File: config.mk
export PLATFORM = sky130hd
export DESIGN_NAME = uart_command_frame_receiver_flat
export DESIGN_NICKNAME = d
export VERILOG_FILES = /design/src/sv/ucfr_pkg.sv /design/src/sv/ucfr_if.sv /design/src/sv/uart_command_frame_receiver.sv /design/src/sv/ucfr_parser.sv /design/src/flat_wrapper.sv
export SDC_FILE = /design/constraint.sdc
export NUM_CORES = 1
export LEC_CHECK = 0
export BUFFER_PORTS_ARGS = -buffer_cell sky130_fd_sc_hd__buf_4
export CAP_MARGIN = 5
export CORE_MARGIN = 2
export CORE_UTILIZATION = 35
export DETAILED_ROUTE_END_ITERATION = 6
export SLEW_MARGIN = 40
export SYNTH_ARGS = -nofsm -noshare
export SYNTH_HDL_FRONTEND = slang
export SYNTH_SLANG_ARGS = --single-unit
File: constraint.sdc
create_clock -name clock -period 3.2 [get_ports clock]
set_input_delay 0.48 -clock clock [delete_from_list [all_inputs] [get_ports clock]]
set_output_delay 0.48 -clock clock [all_outputs]
set_load 0.02 [all_outputs]
File: src/sv/ucfr_pkg.sv
`timescale 1ns / 1ps
`default_nettype none
// ----------------------------------------------------------------------------
// ucfr_pkg: shared types and constants of the command frame receiver
// Holds the command codes, the last byte index of each field and the result word structure.
// ----------------------------------------------------------------------------
package ucfr_pkg;

   // start byte after reset ('A')
   localparam logic [7:0] START_RESET  = 8'h41;

   // command codes
   localparam logic [7:0] CMD_TOGGLE_A = 8'h31;
   localparam logic [7:0] CMD_TOGGLE_B = 8'hD2;
   localparam logic [7:0] CMD_NOP_C    = 8'hD3;
   localparam logic [7:0] CMD_NOP_D    = 8'hD4;

   // index of the last byte of each multi-byte field
   localparam logic [1:0] PARAM_LAST   = 2'd1;
   localparam logic [1:0] PAYLOAD_LAST = 2'd3;

   // one result word
   typedef struct packed {
      logic [7:0]  command;
      logic [15:0] parameter_res;
      logic [31:0] payload;
      logic        light_a;
      logic        light_b;
   } rsp_word_type;

endpackage
`default_nettype wire

File: src/sv/ucfr_if.sv
`timescale 1ns / 1ps
`default_nettype none
// ----------------------------------------------------------------------------
// ucfr_if: valid/ready channels of the command frame receiver
// Byte request channel and frame result channel.
// ----------------------------------------------------------------------------
interface ucfr_req_if;
   logic       valid;
   logic       ready;
   logic [7:0] rx_byte;

   modport source (output valid, output rx_byte, input ready);
   modport sink   (input valid, input rx_byte, output ready);
endinterface

interface ucfr_rsp_if;
   logic        valid;
   logic        ready;
   logic [7:0]  command;
   logic [15:0] parameter_res;
   logic [31:0] payload;
   logic        light_a;
   logic        light_b;

   modport source (output valid, output command, output parameter_res, output payload,
                   output light_a, output light_b, input ready);
   modport sink   (input valid, input command, input parameter_res, input payload,
                   input light_a, input light_b, output ready);
endinterface
`default_nettype wire

File: src/sv/uart_command_frame_receiver.sv
`timescale 1ns / 1ps
`default_nettype none
// ----------------------------------------------------------------------------
// uart_command_frame_receiver: start-of-frame command frame receiver
// Takes received bytes, assembles command/parameter/payload frames and
// reports each completed frame with the resulting light states.
// ----------------------------------------------------------------------------
//  channel  direction  word
//  req_ch   in         rx_byte (8)
//  rsp_ch   out        command (8), parameter_res (16), payload (32), light_a, light_b
//  csr_     in         wr_en, wr_data (8): start byte
//
//  One byte per cycle while the pipeline advances; a result leaves once the last payload
//  byte has passed the input register, then the result register.
//  The pipeline advances when the result register is empty or being taken;
//  the input register still accepts a byte while a result waits, if it is empty.
//  Synchronous reset restores hunting, lights off and start byte 0x41.
// ----------------------------------------------------------------------------
module uart_command_frame_receiver (
   input  wire logic       clock,
   input  wire logic       reset,
   ucfr_req_if.sink        req_ch,
   ucfr_rsp_if.source      rsp_ch,
   input  wire logic       csr_wr_en,
   input  wire logic [7:0] csr_wr_data
);
   import ucfr_pkg::*;

   logic         in_valid_ff, in_valid_in;
   logic [7:0]   in_byte_ff;
   logic [7:0]   start_byte_ff;
   logic         advance;
   logic         req_fire;
   logic         out_valid;
   rsp_word_type out_word;

   assign advance  = ~out_valid | rsp_ch.ready;
   assign req_fire = req_ch.valid & req_ch.ready;

   // input register
   assign req_ch.ready = ~in_valid_ff | advance;
   assign in_valid_in  = req_fire | (in_valid_ff & ~advance);

   always_ff @(posedge clock) begin
      if (reset) begin
         in_valid_ff <= 1'b0;
      end else begin
         in_valid_ff <= in_valid_in;
      end
      if (req_fire) in_byte_ff <= req_ch.rx_byte;
   end

   // start byte register
   always_ff @(posedge clock) begin
      if (reset) begin
         start_byte_ff <= START_RESET;
      end else if (csr_wr_en) begin
         start_byte_ff <= csr_wr_data;
      end
   end

   ucfr_parser u_parser (
      .clock      (clock),
      .reset      (reset),
      .in_valid   (in_valid_ff),
      .in_byte    (in_byte_ff),
      .advance    (advance),
      .start_byte (start_byte_ff),
      .out_valid  (out_valid),
      .out_word   (out_word)
   );

   // result channel
   assign rsp_ch.valid         = out_valid;
   assign rsp_ch.command       = out_word.command;
   assign rsp_ch.parameter_res = out_word.parameter_res;
   assign rsp_ch.payload       = out_word.payload;
   assign rsp_ch.light_a       = out_word.light_a;
   assign rsp_ch.light_b       = out_word.light_b;

   // checks
   a_empty_ready: assert property (@(posedge clock) disable iff (reset)
      !in_valid_ff |-> req_ch.ready)
      else $error("input register empty but not ready");

   a_reset_clears: assert property (@(posedge clock)
      reset |=> !rsp_ch.valid)
      else $error("result valid after reset");

   a_result_source: assert property (@(posedge clock) disable iff (reset)
      $rose(rsp_ch.valid) |-> $past(in_valid_ff))
      else $error("result without a byte in the input register");

   a_full_stall: assert property (@(posedge clock) disable iff (reset)
      (in_valid_ff && rsp_ch.valid && !rsp_ch.ready) |-> !req_ch.ready)
      else $error("byte accepted into a full stalled pipeline");

endmodule
`default_nettype wire

File: src/sv/ucfr_parser.sv
`timescale 1ns / 1ps
`default_nettype none
// ----------------------------------------------------------------------------
// ucfr_parser: frame state machine and result register
// Hunts for the start byte, collects command, parameter and payload bytes,
// toggles the lights and registers one result word per completed frame.
// ----------------------------------------------------------------------------
module ucfr_parser (
   input  wire logic                  clock,
   input  wire logic                  reset,
   input  wire logic                  in_valid,
   input  wire logic [7:0]            in_byte,
   input  wire logic                  advance,
   input  wire logic [7:0]            start_byte,
   output      logic                  out_valid,
   output      ucfr_pkg::rsp_word_type out_word
);
   import ucfr_pkg::*;

   typedef enum logic [1:0] {
      PH_HUNT,
      PH_CMD,
      PH_PARAM,
      PH_PAYLOAD
   } phase_type;

   phase_type    phase_ff, phase_in;
   logic [1:0]   byte_index_ff, byte_index_in;
   logic [7:0]   command_ff, command_in;
   logic [15:0]  parameter_ff, parameter_in;
   logic [31:0]  payload_ff, payload_in;
   logic         light_a_ff, light_a_in;
   logic         light_b_ff, light_b_in;
   logic         valid_ff, valid_in;
   rsp_word_type word_ff, word_in;
   logic         take;
   logic         done;

   assign take = in_valid & advance;

   // next state for one byte
   always_comb begin
      phase_in      = phase_ff;
      byte_index_in = byte_index_ff;
      command_in    = command_ff;
      parameter_in  = parameter_ff;
      payload_in    = payload_ff;
      light_a_in    = light_a_ff;
      light_b_in    = light_b_ff;
      done          = 1'b0;
      case (phase_ff)
         PH_HUNT: begin
            if (in_byte == start_byte) phase_in = PH_CMD;
         end
         PH_CMD: begin
            command_in    = in_byte;
            byte_index_in = 2'd0;
            phase_in      = PH_PARAM;
         end
         PH_PARAM: begin
            parameter_in = {in_byte, parameter_ff[15:8]};
            if (byte_index_ff >= PARAM_LAST) begin
               byte_index_in = 2'd0;
               phase_in      = PH_PAYLOAD;
            end else begin
               byte_index_in = byte_index_ff + 2'd1;
            end
         end
         PH_PAYLOAD: begin
            payload_in = {in_byte, payload_ff[31:8]};
            if (byte_index_ff == PAYLOAD_LAST) begin
               byte_index_in = 2'd0;
               phase_in      = PH_HUNT;
               done          = 1'b1;
               case (command_ff)
                  CMD_TOGGLE_A: light_a_in = ~light_a_ff;
                  CMD_TOGGLE_B: light_b_in = ~light_b_ff;
                  CMD_NOP_C:    ;
                  CMD_NOP_D:    ;
                  default:      ;
               endcase
            end else begin
               byte_index_in = byte_index_ff + 2'd1;
            end
         end
         default: phase_in = PH_HUNT;
      endcase
   end

   // result word and its valid flag
   always_comb begin
      word_in.command       = command_ff;
      word_in.parameter_res = parameter_ff;
      word_in.payload       = payload_in;
      word_in.light_a       = light_a_in;
      word_in.light_b       = light_b_in;
      valid_in              = advance ? (take & done) : valid_ff;
   end

   // state and registered outputs
   always_ff @(posedge clock) begin
      if (reset) begin
         phase_ff      <= PH_HUNT;
         byte_index_ff <= 2'd0;
         command_ff    <= 8'd0;
         parameter_ff  <= 16'd0;
         payload_ff    <= 32'd0;
         light_a_ff    <= 1'b0;
         light_b_ff    <= 1'b0;
         valid_ff      <= 1'b0;
      end else begin
         valid_ff <= valid_in;
         if (take) begin
            phase_ff      <= phase_in;
            byte_index_ff <= byte_index_in;
            command_ff    <= command_in;
            parameter_ff  <= parameter_in;
            payload_ff    <= payload_in;
            light_a_ff    <= light_a_in;
            light_b_ff    <= light_b_in;
         end
      end
      if (take && done) word_ff <= word_in;
   end

   assign out_valid = valid_ff;
   assign out_word  = word_ff;

endmodule
`default_nettype wire
File: src/flat_wrapper.sv
// flat-port wrapper written by rule: the top's interface ports become plain ports
module uart_command_frame_receiver_flat import ucfr_pkg::*;
  (clock, reset, csr_wr_en, csr_wr_data, req_ch_valid, req_ch_rx_byte, req_ch_ready, rsp_ch_valid, rsp_ch_command, rsp_ch_parameter_res, rsp_ch_payload, rsp_ch_light_a, rsp_ch_light_b, rsp_ch_ready);
  ucfr_req_if req_ch_i ();
  ucfr_rsp_if rsp_ch_i ();
  input  wire logic clock;
  input  wire logic reset;
  input  wire logic csr_wr_en;
  input  wire logic [7:0] csr_wr_data;
  input wire logic [$bits(req_ch_i.valid)-1:0] req_ch_valid;
  input wire logic [$bits(req_ch_i.rx_byte)-1:0] req_ch_rx_byte;
  output wire logic [$bits(req_ch_i.ready)-1:0] req_ch_ready;
  output wire logic [$bits(rsp_ch_i.valid)-1:0] rsp_ch_valid;
  output wire logic [$bits(rsp_ch_i.command)-1:0] rsp_ch_command;
  output wire logic [$bits(rsp_ch_i.parameter_res)-1:0] rsp_ch_parameter_res;
  output wire logic [$bits(rsp_ch_i.payload)-1:0] rsp_ch_payload;
  output wire logic [$bits(rsp_ch_i.light_a)-1:0] rsp_ch_light_a;
  output wire logic [$bits(rsp_ch_i.light_b)-1:0] rsp_ch_light_b;
  input wire logic [$bits(rsp_ch_i.ready)-1:0] rsp_ch_ready;
  assign req_ch_i.valid = req_ch_valid;
  assign req_ch_i.rx_byte = req_ch_rx_byte;
  assign req_ch_ready = req_ch_i.ready;
  assign rsp_ch_valid = rsp_ch_i.valid;
  assign rsp_ch_command = rsp_ch_i.command;
  assign rsp_ch_parameter_res = rsp_ch_i.parameter_res;
  assign rsp_ch_payload = rsp_ch_i.payload;
  assign rsp_ch_light_a = rsp_ch_i.light_a;
  assign rsp_ch_light_b = rsp_ch_i.light_b;
  assign rsp_ch_i.ready = rsp_ch_ready;
  uart_command_frame_receiver u_core (.clock(clock), .reset(reset), .req_ch(req_ch_i), .rsp_ch(rsp_ch_i), .csr_wr_en(csr_wr_en), .csr_wr_data(csr_wr_data));
endmodule
==> results of run 1 <==
-- area by class of cell --
cell class              instances  area share (%)
clock inverters                13            3.01
inverters                       5           0.280
clock buffers                  19            6.47
repair buffers                 84            9.61
flip-flops and latches        138            51.1
multi-input cells             272            26.0
well taps                     188            3.51
-- sequential cells by signal, summed over array words and instances (netlist names) --
signal	flops
u_core.in_byte_ff	8
u_core.in_valid_ff	1
u_core.start_byte_ff	8
u_core.u_parser.byte_index_ff	2
u_core.u_parser.command_ff	8
u_core.u_parser.light_a_ff	1
u_core.u_parser.light_b_ff	1
u_core.u_parser.out_valid	1
u_core.u_parser.out_word	58
u_core.u_parser.parameter_ff	16
u_core.u_parser.payload_ff	32
u_core.u_parser.phase_ff	2
-- critical path, cell delays in order (launching register included) --
cell and delay (ns):
dfxtp_1 0.37, ha_1 0.16, buf_4 0.41, and4bb_1 0.31
nand4_1 0.17, or3_1 0.35, a21oi_1 0.14
-- cells by family after synthesis --
family,count (synthesis),share of synthesized area [%]
adder cells (fa/ha/maj),7,1.65
AND/OR/NAND/NOR,145,12.8
XOR/XNOR,10,1.65
multiplexers,56,11.3
AO/OA/AOI/OAI,54,5.30
flip-flops,138,64.5
buffers and inverters,31,2.83
-- synth_stat cells (all sizes together) --
cell type	count	area, um^2
mux2i	24	240
nor2b	3	18.8
nand4b	1	8.76
or3	2	12.5
clkbuf	7	26.3
o21ai	5	25.0
ha	7	87.6
mux2	32	360
buf	19	105
nor3	3	15.0
a21oi	46	230
and3	1	6.26
nor2	29	109
and4bb	3	37.5
inv	5	18.8
nor3b	1	7.51
nand3	11	65.1
o311ai	1	8.76
and2	2	12.5
nand4	5	46.3
nand2	77	289
edfxtp	66	1980
nand2b	4	27.5
nand3b	1	7.51
a211o	2	17.5
or4	1	7.51
xnor2	10	87.6
nor4b	1	8.76
dfxtp	72	1440
-- routing by layer --
| layer | GRT usage [%] | vias up | share of wire, % |
|---|---|---|---|
| met5 | 0 | - | 0 |
| met4 | 5.75 | 0 | 1.7 |
| met3 | 4.86 | 15 | 5.8 |
| met2 | 22.9 | 83 | 49 |
| met1 | 16.7 | 1614 | 43 |
| li1 | - | 1700 | - |
-- per-stage QoR --
stage | worst slack, ns | std cells
after CTS | 1.18 | 719
final | 1.22 | 719
after global routing | 1.04 | 719
after global placement | 1.27 | 687
after detailed placement | 1.20 | 687
after floorplan | 0.401 | 441
-- report_power, final --
group / switching, uW / internal (uW) / leakage [uW]
sequential: 39.3 / 1870 / 0.00115
clock: 701 / 1380 / 0.000304
combinational: 139 / 99.8 / 0.00107
-- worst max-delay path by stage --
stage                                       to  slack (ns)  cells past startpoint
4_1_cts             u_core.u_parser.light_b_ff        1.18                      6
6_report            u_core.u_parser.light_b_ff        1.22                      6
2_1_floorplan      u_core.u_parser.out_word[0]        0.40                      5
3_3_place_gp       u_core.u_parser.out_word[3]        1.27                      5
5_1_grt        u_core.u_parser.parameter_ff[8]        1.04                      5
3_5_place_dp        u_core.u_parser.light_b_ff        1.20                      6
==> flow_metrics.py, run 1 <==
metrics = {
    "floorplan": {
        "die_area_um2": 16200,
        "chipHeight_um": 127,
        "start_util_pct": 35.3,
        "core_um2": 15000,
        "io_pins": 81,
        "die-width_um": 127,
        "rows": 45,
    },
    "critical_path": {
        "r2r_slack_ns": 1.22,
        "cp_data_required_time_ns": 3.55,
        "cp-end-kind": "flip-flop",
        "reg2reg_depth": 6,
        "start_kind": "flip-flop",
        "reg2reg_to": "u_core.u_parser.light_b_ff",
        "startpoint": "u_core.u_parser.phase_ff[0]",
        "cp_max_fo": 37,
        "path_class": "flip-flop to flip-flop",
        "regToRegStartpoint": "u_core.u_parser.phase_ff[0]",
        "arrival_ns": 2.33,
    },
    "place": {
        "gp_congestion": 0.742,
        "io_buffer_count": 80,
        "hpwl_um": 7060,
        "dpl_cell_area_um2": 6060,
    },
    "cells_and_area": {
        "n_antenna_cell": 0,
        "final_common_cell": "buf_4",
        "final_nets": 546,
        "fill_cells": 1374,
        "drive_gt1_share_pct": 28.4,
        "mostFrequentLayoutCells": "buf_4 (83), nand2_1 (77), dfxtp_1 (72)",
        "seq_area_um2": 3420,
        "fin_area_um2": 6690,
        "area_delta_synth_final_pct": 26.0,
        "final_core_util_pct": 44.5,
        "multiInputGateArea_um2": 1740,
    },
    "detailed_routing": {
        "viasPerCell": 4.75,
        "dr_total_vias": 3412,
        "first_pass_iters": 4,
        "antenna_left": 0,
        "post_drt_wl_per_cell_um": 15.0,
        "drc_errors": 0,
        "routed_wl_um": 10800,
        "drt_iter0_markers": 186,
    },
    "clock_tree": {
        "cts_tree": "done",
        "cts_buffers": 17,
        "cts_setup_buffers": 0,
        "insertion_delay_ns": 0.42,
        "ctsResizeCount": 0,
        "cts_sinks": 138,
        "clock-root-buffer": "clkbuf_16",
        "cts.clk_slew.worst_paths_ns": 0.06,
        "clockBufferDepth": 2,
        "htreeDepth": 4,
        "hold_buffers": 0,
    },
    "timing": {
        "period_needed_ns": 1.98,
        "finalSetupViolations": 0,
        "slew_headroom_pct": 46.9,
        "slew_viol_final": 0,
        "max_freq_ghz": 0.504,
        "finalCritPeriodShare_pct": 62.0,
        "hold_ws_ns": 0.231,
        "worst_pin_slew_ns": 0.797,
        "final.setup.tns_ns": 0,
        "clock_skew_ns": 0.0106,
        "hold_viol": 0,
        "rsz0062_at_grt": "false",
    },
    "power": {
        "p_per_area_nw_per_um2": 632,
        "power_leakage_uw": 0.00252,
        "ir_worst_vdd_uv": 329,
        "finalPower_uw": 4230,
    },
    "hold_path": {
        "min_to": "u_core.in_byte_ff[4]",
        "hp-start": "req_ch_rx_byte[4]",
        "hold_depth": 1,
        "hp-class": "input port to flip-flop",
    },
    "synthesis": {
        "syn_avg_cell_area_um2": 12.0,
        "synth_nets": 469,
        "synth_area_um2": 5310,
        "synth.distinct_cells": 36,
        "synthCells": 441,
        "synth-seq-area-share_pct": 64.5,
        "synth_seq_cells": 138,
        "synth_warnings": 0,
    },
    "job": {
        "cap_violations": 0,
    },
    "global_routing": {
        "grtUsageTotal_pct": 13.9,
        "grt_max_degree": 79,
        "grt_first_pass_wirelength_um": 16900,
        "grt_antenna_before_repair": 0,
        "first_global_vias": 3310,
        "overflow": 0,
    },
    "status": {
        "status": "completed",
    },
}
Note: power is estimated with default switching activity, not from simulation.
==> run 2, diff against run 1 <==
==> constraint.sdc (replaced) <==
create_clock -name clock -period 2 [get_ports clock]
set_input_delay 0.3 -clock clock [delete_from_list [all_inputs] [get_ports clock]]
set_output_delay 0.3 -clock clock [all_outputs]
set_load 0.02 [all_outputs]
==> flow_metrics.py, run 2 (synthesis gave the netlist of run 1 again) <==
metrics = {
    "status": {
        "status": "completed",
    },
    "detailed_routing": {
        "viasPerCell": 4.82,
        "dr_wl_met3_um": 388,
        "drt_iter0_markers": 236,
        "dr_total_vias": 3502,
        "routed_wl_um": 11300,
        "post_drt_wl_per_cell_um": 15.5,
        "wl_met1_um": 5090,
        "drc_errors": 0,
        "antenna_left": 0,
        "dr_wl_met2_um": 5630,
        "first_pass_iters": 5,
        "top_layer": "met4",
    },
    "hold_path": {
        "min_to": "u_core.in_byte_ff[7]",
        "hold_depth": 1,
        "hp-class": "input port to flip-flop",
        "hp-start": "req_ch_rx_byte[7]",
    },
    "timing": {
        "hold_viol": 0,
        "final.setup.tns_ns": 0,
        "slew_headroom_pct": 70.2,
        "finalSetupViolations": 0,
        "slew_viol_final": 0,
        "worst_pin_slew_ns": 0.447,
        "rsz0062_at_grt": "false",
        "finalCritPeriodShare_pct": 89.3,
        "timing.final.ws_setup_ns": 0.214,
        "clock_skew_ns": 0.0145,
        "period_needed_ns": 1.79,
        "max_freq_ghz": 0.560,
    },
    "critical_path": {
        "reg2reg_depth": 6,
        "critical_path.slowest_cell": "or4_1",
        "cp_top_family": "simple AND/OR/NAND/NOR gates",
        "path_class": "flip-flop to flip-flop",
        "regToRegStartpoint": "u_core.u_parser.phase_ff[0]",
        "r2r_slack_ns": 0.21,
        "cp-end-kind": "flip-flop",
        "cp_max_fo": 4,
        "reg2reg_to": "u_core.u_parser.phase_ff[1]",
        "slowest_delay_ns": 0.57,
        "crit_path_cell_trace": "inv_1, ha_1, nand2_1, nand4_4, or4_1, o311ai_1",
        "start_kind": "flip-flop",
        "crit_cells": 6,
        "cp_data_required_time_ns": 2.31,
        "cp_num_buf_inv": 1,
        "arrival_ns": 2.10,
    },
    "clock_tree": {
        "hold_buffers": 0,
        "cts_setup_buffers": 0,
        "cts_buffers": 17,
        "htreeDepth": 4,
        "clock-root-buffer": "clkbuf_16",
        "insertion_delay_ns": 0.42,
        "cts.clk_slew.worst_paths_ns": 0.06,
        "ctsResizeCount": 0,
        "cts_tree": "done",
        "clockBufferDepth": 2,
        "cts_sinks": 138,
    },
    "place": {
        "pre_cts_slack_ns": 0.221,
        "gp_congestion": 0.789,
        "hpwl_um": 7540,
        "io_buffer_count": 80,
        "dpl_cell_area_um2": 6140,
    },
    "floorplan": {
        "chipHeight_um": 127,
        "rows": 45,
        "start_util_pct": 35.3,
        "die_area_um2": 16200,
        "io_pins": 81,
        "die-width_um": 127,
        "core_um2": 15000,
    },
    "cells_and_area": {
        "largest_register_ffs": 58,
        "drive_gt1_share_pct": 29.6,
        "fill_cells": 1375,
        "seq_area_um2": 3420,
        "multiInputGateArea_um2": 1740,
        "final_nets": 553,
        "area_delta_synth_final_pct": 26.0,
        "final_common_cell": "buf_4",
        "fin_area_um2": 6690,
        "final_core_util_pct": 44.5,
        "n_antenna_cell": 0,
        "mostFrequentLayoutCells": "buf_4 (88), nand2_1 (77), dfxtp_1 (72)",
    },
    "power": {
        "power_leakage_uw": 0.00252,
        "combPwrFrac_pct": 6.4,
        "ir_worst_vdd_uv": 456,
        "switchingPower_uw": 1480,
        "pwr-share-seq_pct": 48.1,
        "clkPwrFrac_pct": 45.5,
        "p_sw_share_pct": 23.3,
        "p_per_area_nw_per_um2": 949,
        "p_int_uw": 4870,
    },
    "global_routing": {
        "grt_first_pass_wirelength_um": 17500,
        "grtUsageTotal_pct": 14.4,
        "grt_antenna_before_repair": 0,
        "grt_max_degree": 43,
        "first_global_vias": 3419,
        "overflow": 0,
    },
    "job": {
        "cap_violations": 0,
    },
}
## run 2: power by group through the flow
stage / logic (uW) / registers (uW) / clock network, uW
CTS: 405 / 3060 / 2950
global route: 446 / 3060 / 3080
global placement: 390 / 3110 / 0
floorplan: 299 / 3090 / 0
finish: 404 / 3060 / 2890
detailed placement: 404 / 3120 / 0
## run 2: per-layer routing
layer,vias to the layer above,GRT usage [%]
li1,1722,-
met3,8,4.44
met5,-,0
met1,1690,17.6
met4,0,6.14
met2,82,23.7
## run 2: cell type report
class	instances	area share, %
repair buffers	91	10.8
clock buffers	17	6.36
inverters	5	0.280
multi-input cells	272	26.0
well taps	188	3.52
clock inverters	15	1.89
flip-flops and latches	138	51.2
## run 2: metrics by stage
| stage | hold slack (ns) | std cells | power [uW] |
|---|---|---|---|
| final | 0.0603 | 726 | 6350 |
| after global routing | 0.0422 | 726 | 6580 |
| after CTS | 0.0425 | 726 | 6410 |
| after detailed placement | 0.422 | 694 | 3520 |
| after global placement | 0.417 | 694 | 3500 |
| after floorplan | 0.399 | 441 | 3390 |
## run 2: how the worst max path moves through the flow
stage	end	from	slack [ns]
final	u_core.u_parser.phase_ff[1]	u_core.u_parser.phase_ff[0]	0.21
after global routing	u_core.u_parser.phase_ff[1]	u_core.u_parser.phase_ff[0]	0.11
after CTS	u_core.u_parser.phase_ff[1]	u_core.u_parser.phase_ff[0]	0.21
after detailed placement	u_core.u_parser.phase_ff[1]	u_core.u_parser.phase_ff[0]	0.22
after global placement	u_core.u_parser.out_word[37]	rsp_ch_ready	0.33
after floorplan	u_core.u_parser.out_word[0]	u_core.u_parser.phase_ff[0]	0.21
==> run 3, diff against run 2 <==
--- a/config.mk
+++ b/config.mk
@@ -5,11 +5,11 @@
 export SDC_FILE = /design/constraint.sdc
 export NUM_CORES = 1
 export LEC_CHECK = 0
-export BUFFER_PORTS_ARGS = -buffer_cell sky130_fd_sc_hd__buf_4
-export CAP_MARGIN = 5
+export CAP_MARGIN = 20
 export CORE_MARGIN = 2
 export CORE_UTILIZATION = 35
 export DETAILED_ROUTE_END_ITERATION = 6
+export DONT_BUFFER_PORTS = 1
 export SLEW_MARGIN = 40
 export SYNTH_ARGS = -nofsm -noshare
 export SYNTH_HDL_FRONTEND = slang
==> flow_metrics.py, run 3 (synthesis gave the netlist of run 1 again) <==
metrics = {
    "timing": {
        "worst_pin_slew_ns": 0.479,
        "clock_skew_ns": 0.00704,
        "rsz0062_at_grt": "false",
        "final.setup.tns_ns": 0,
        "period_needed_ns": 1.77,
        "finalCritPeriodShare_pct": 88.7,
        "max_freq_ghz": 0.564,
        "hold_viol": 0,
        "slew_headroom_pct": 68.0,
        "slew_viol_final": 0,
        "finalSetupViolations": 0,
    },
    "cells_and_area": {
        "fin_area_um2": 6270,
        "n_antenna_cell": 0,
        "mostFrequentLayoutCells": "nand2_1 (77), dfxtp_1 (72), edfxtp_1 (66)",
        "final_nets": 489,
        "area_delta_synth_final_pct": 18.0,
        "drive_gt1_share_pct": 16.9,
        "fin_cells": 662,
        "final_common_cell": "nand2_1",
        "largest_register_ffs": 58,
    },
    "detailed_routing": {
        "dr_total_vias": 3280,
        "post_drt_wl_per_cell_um": 17.2,
        "first_pass_iters": 6,
        "drt_iter0_markers": 229,
        "drc_errors": 0,
        "viasPerCell": 4.95,
        "antenna_left": 0,
        "routed_wl_um": 11400,
    },
    "power": {
        "p_sw_share_pct": 21.9,
        "power_leakage_uw": 0.00224,
        "switchingPower_uw": 1410,
        "p_per_area_nw_per_um2": 1030,
        "combPwrFrac_pct": 6.3,
        "clkPwrFrac_pct": 46.4,
        "p_int_uw": 5050,
        "pwr-share-seq_pct": 47.3,
        "ir_worst_vdd_uv": 607,
        "finalPower_uw": 6460,
    },
    "critical_path": {
        "critical_path.slowest_cell": "or4_1",
        "r2r_slack_ns": 0.23,
        "slowest_delay_ns": 0.55,
        "startpoint": "u_core.u_parser.phase_ff[0]",
        "crit_end": "u_core.u_parser.phase_ff[1]",
        "reg2reg_depth": 6,
        "cp_num_buf_inv": 1,
        "start_kind": "flip-flop",
        "reg2reg_to": "u_core.u_parser.phase_ff[1]",
        "regToRegStartpoint": "u_core.u_parser.phase_ff[0]",
        "crit_path_cell_trace": "inv_1, ha_1, nand2_1, nand4_4, or4_1, o311ai_1",
        "arrival_ns": 2.09,
        "path_class": "flip-flop to flip-flop",
        "cp_top_family": "simple AND/OR/NAND/NOR gates",
        "cp_max_fo": 4,
        "crit_cells": 6,
        "cp-end-kind": "flip-flop",
        "cp_data_required_time_ns": 2.31,
    },
    "clock_tree": {
        "insertion_delay_ns": 0.42,
        "cts_sinks": 138,
        "clockBufferDepth": 2,
        "cts_tree": "done",
        "cts.clk_slew.worst_paths_ns": 0.06,
        "cts_buffers": 17,
        "clock-root-buffer": "clkbuf_16",
        "hold_buffers": 13,
        "ctsResizeCount": 0,
        "htreeDepth": 4,
        "cts_setup_buffers": 0,
    },
    "floorplan": {
        "rows": 45,
        "die_area_um2": 16200,
        "io_pins": 81,
        "start_util_pct": 35.3,
        "die-width_um": 127,
        "core_um2": 15000,
        "chipHeight_um": 127,
    },
    "status": {
        "status": "completed",
    },
    "place": {
        "gp_congestion": 0.745,
        "dpl_cell_area_um2": 5550,
        "hpwl_um": 7400,
        "place_inst": 617,
        "io_buffer_count": 0,
    },
    "global_routing": {
        "grt_first_pass_wirelength_um": 17600,
        "first_global_vias": 3173,
        "grt_max_degree": 71,
        "overflow": 0,
        "grtUsageTotal_pct": 14.6,
        "grt_antenna_before_repair": 0,
    },
    "job": {
        "cap_violations": 0,
    },
    "hold_path": {
        "hp-class": "input port to flip-flop",
    },
}
==> run 3: cell count changes in the layout (fill, tap and decap cells not counted), sizes merged <==
cell         before  now
inv               7    5
clkinv            8    5
dlygate4sd3       0   12
clkinvlp          4    1
buf              91   15
clkbuf           17   25
==> run 3: how the worst min path moves through the flow <==
| stage | slack [ns] | depth (start not counted) | to | from |
|---|---|---|---|---|
| 2_1_floorplan | 0.40 | 0 | u_core.in_byte_ff[0] | req_ch_rx_byte[0] |
| 3_3_place_gp | 0.38 | 1 | u_core.start_byte_ff[2] | reset |
| 3_5_place_dp | 0.38 | 1 | u_core.start_byte_ff[2] | reset |
| 4_1_cts | 0.01 | 2 | u_core.start_byte_ff[5] | csr_wr_data[5] |
| 5_1_grt | 0.01 | 2 | u_core.start_byte_ff[5] | csr_wr_data[5] |
| 6_report | 0.03 | 2 | u_core.start_byte_ff[5] | csr_wr_data[5] |
==> run 3: area by class of cell <==
type / instances / area [um^2]
timing repair buffer: 27 / 278
clock inverter: 7 / 62.6
sequential: 138 / 3420
multi-input combinational: 272 / 1740
clock buffer: 25 / 508
fill: 1390 / 8770
inverter: 5 / 18.8
tap: 188 / 235
==> run 3: per-stage QoR <==
| step | setup WS, ns | util, % | hold WS (ns) |
|---|---|---|---|
| after floorplan | 0.207 | - | 0.399 |
| after global placement | 0.346 | 36.9 | 0.380 |
| after detailed placement | 0.254 | 36.9 | 0.379 |
| after CTS | 0.240 | 41.7 | 0.0147 |
| after global routing | 0.0894 | 41.7 | 0.0129 |
| final | 0.227 | 41.7 | 0.0294 |
==> run 3: metal layers <==
| metal | wire [um] | track usage, % | up-vias |
|---|---|---|---|
| li1 | - | - | 1594 |
| met1 | 5180 | 18.3 | 1579 |
| met2 | 5460 | 23.4 | 91 |
| met3 | 553 | 4.69 | 16 |
| met4 | 191 | 6.01 | 0 |
| met5 | 0 | 0 | - |
==> run 3: power groups by stage <==
stage          Clock (uW)  Sequential [uW]  Combinational [uW]
2_1_floorplan           0             3090                 299
6_report             3000             3060                 406
3_3_place_gp            0             3110                 335
5_1_grt              3180             3060                 444
4_1_cts              3050             3050                 404
3_5_place_dp            0             3110                 352
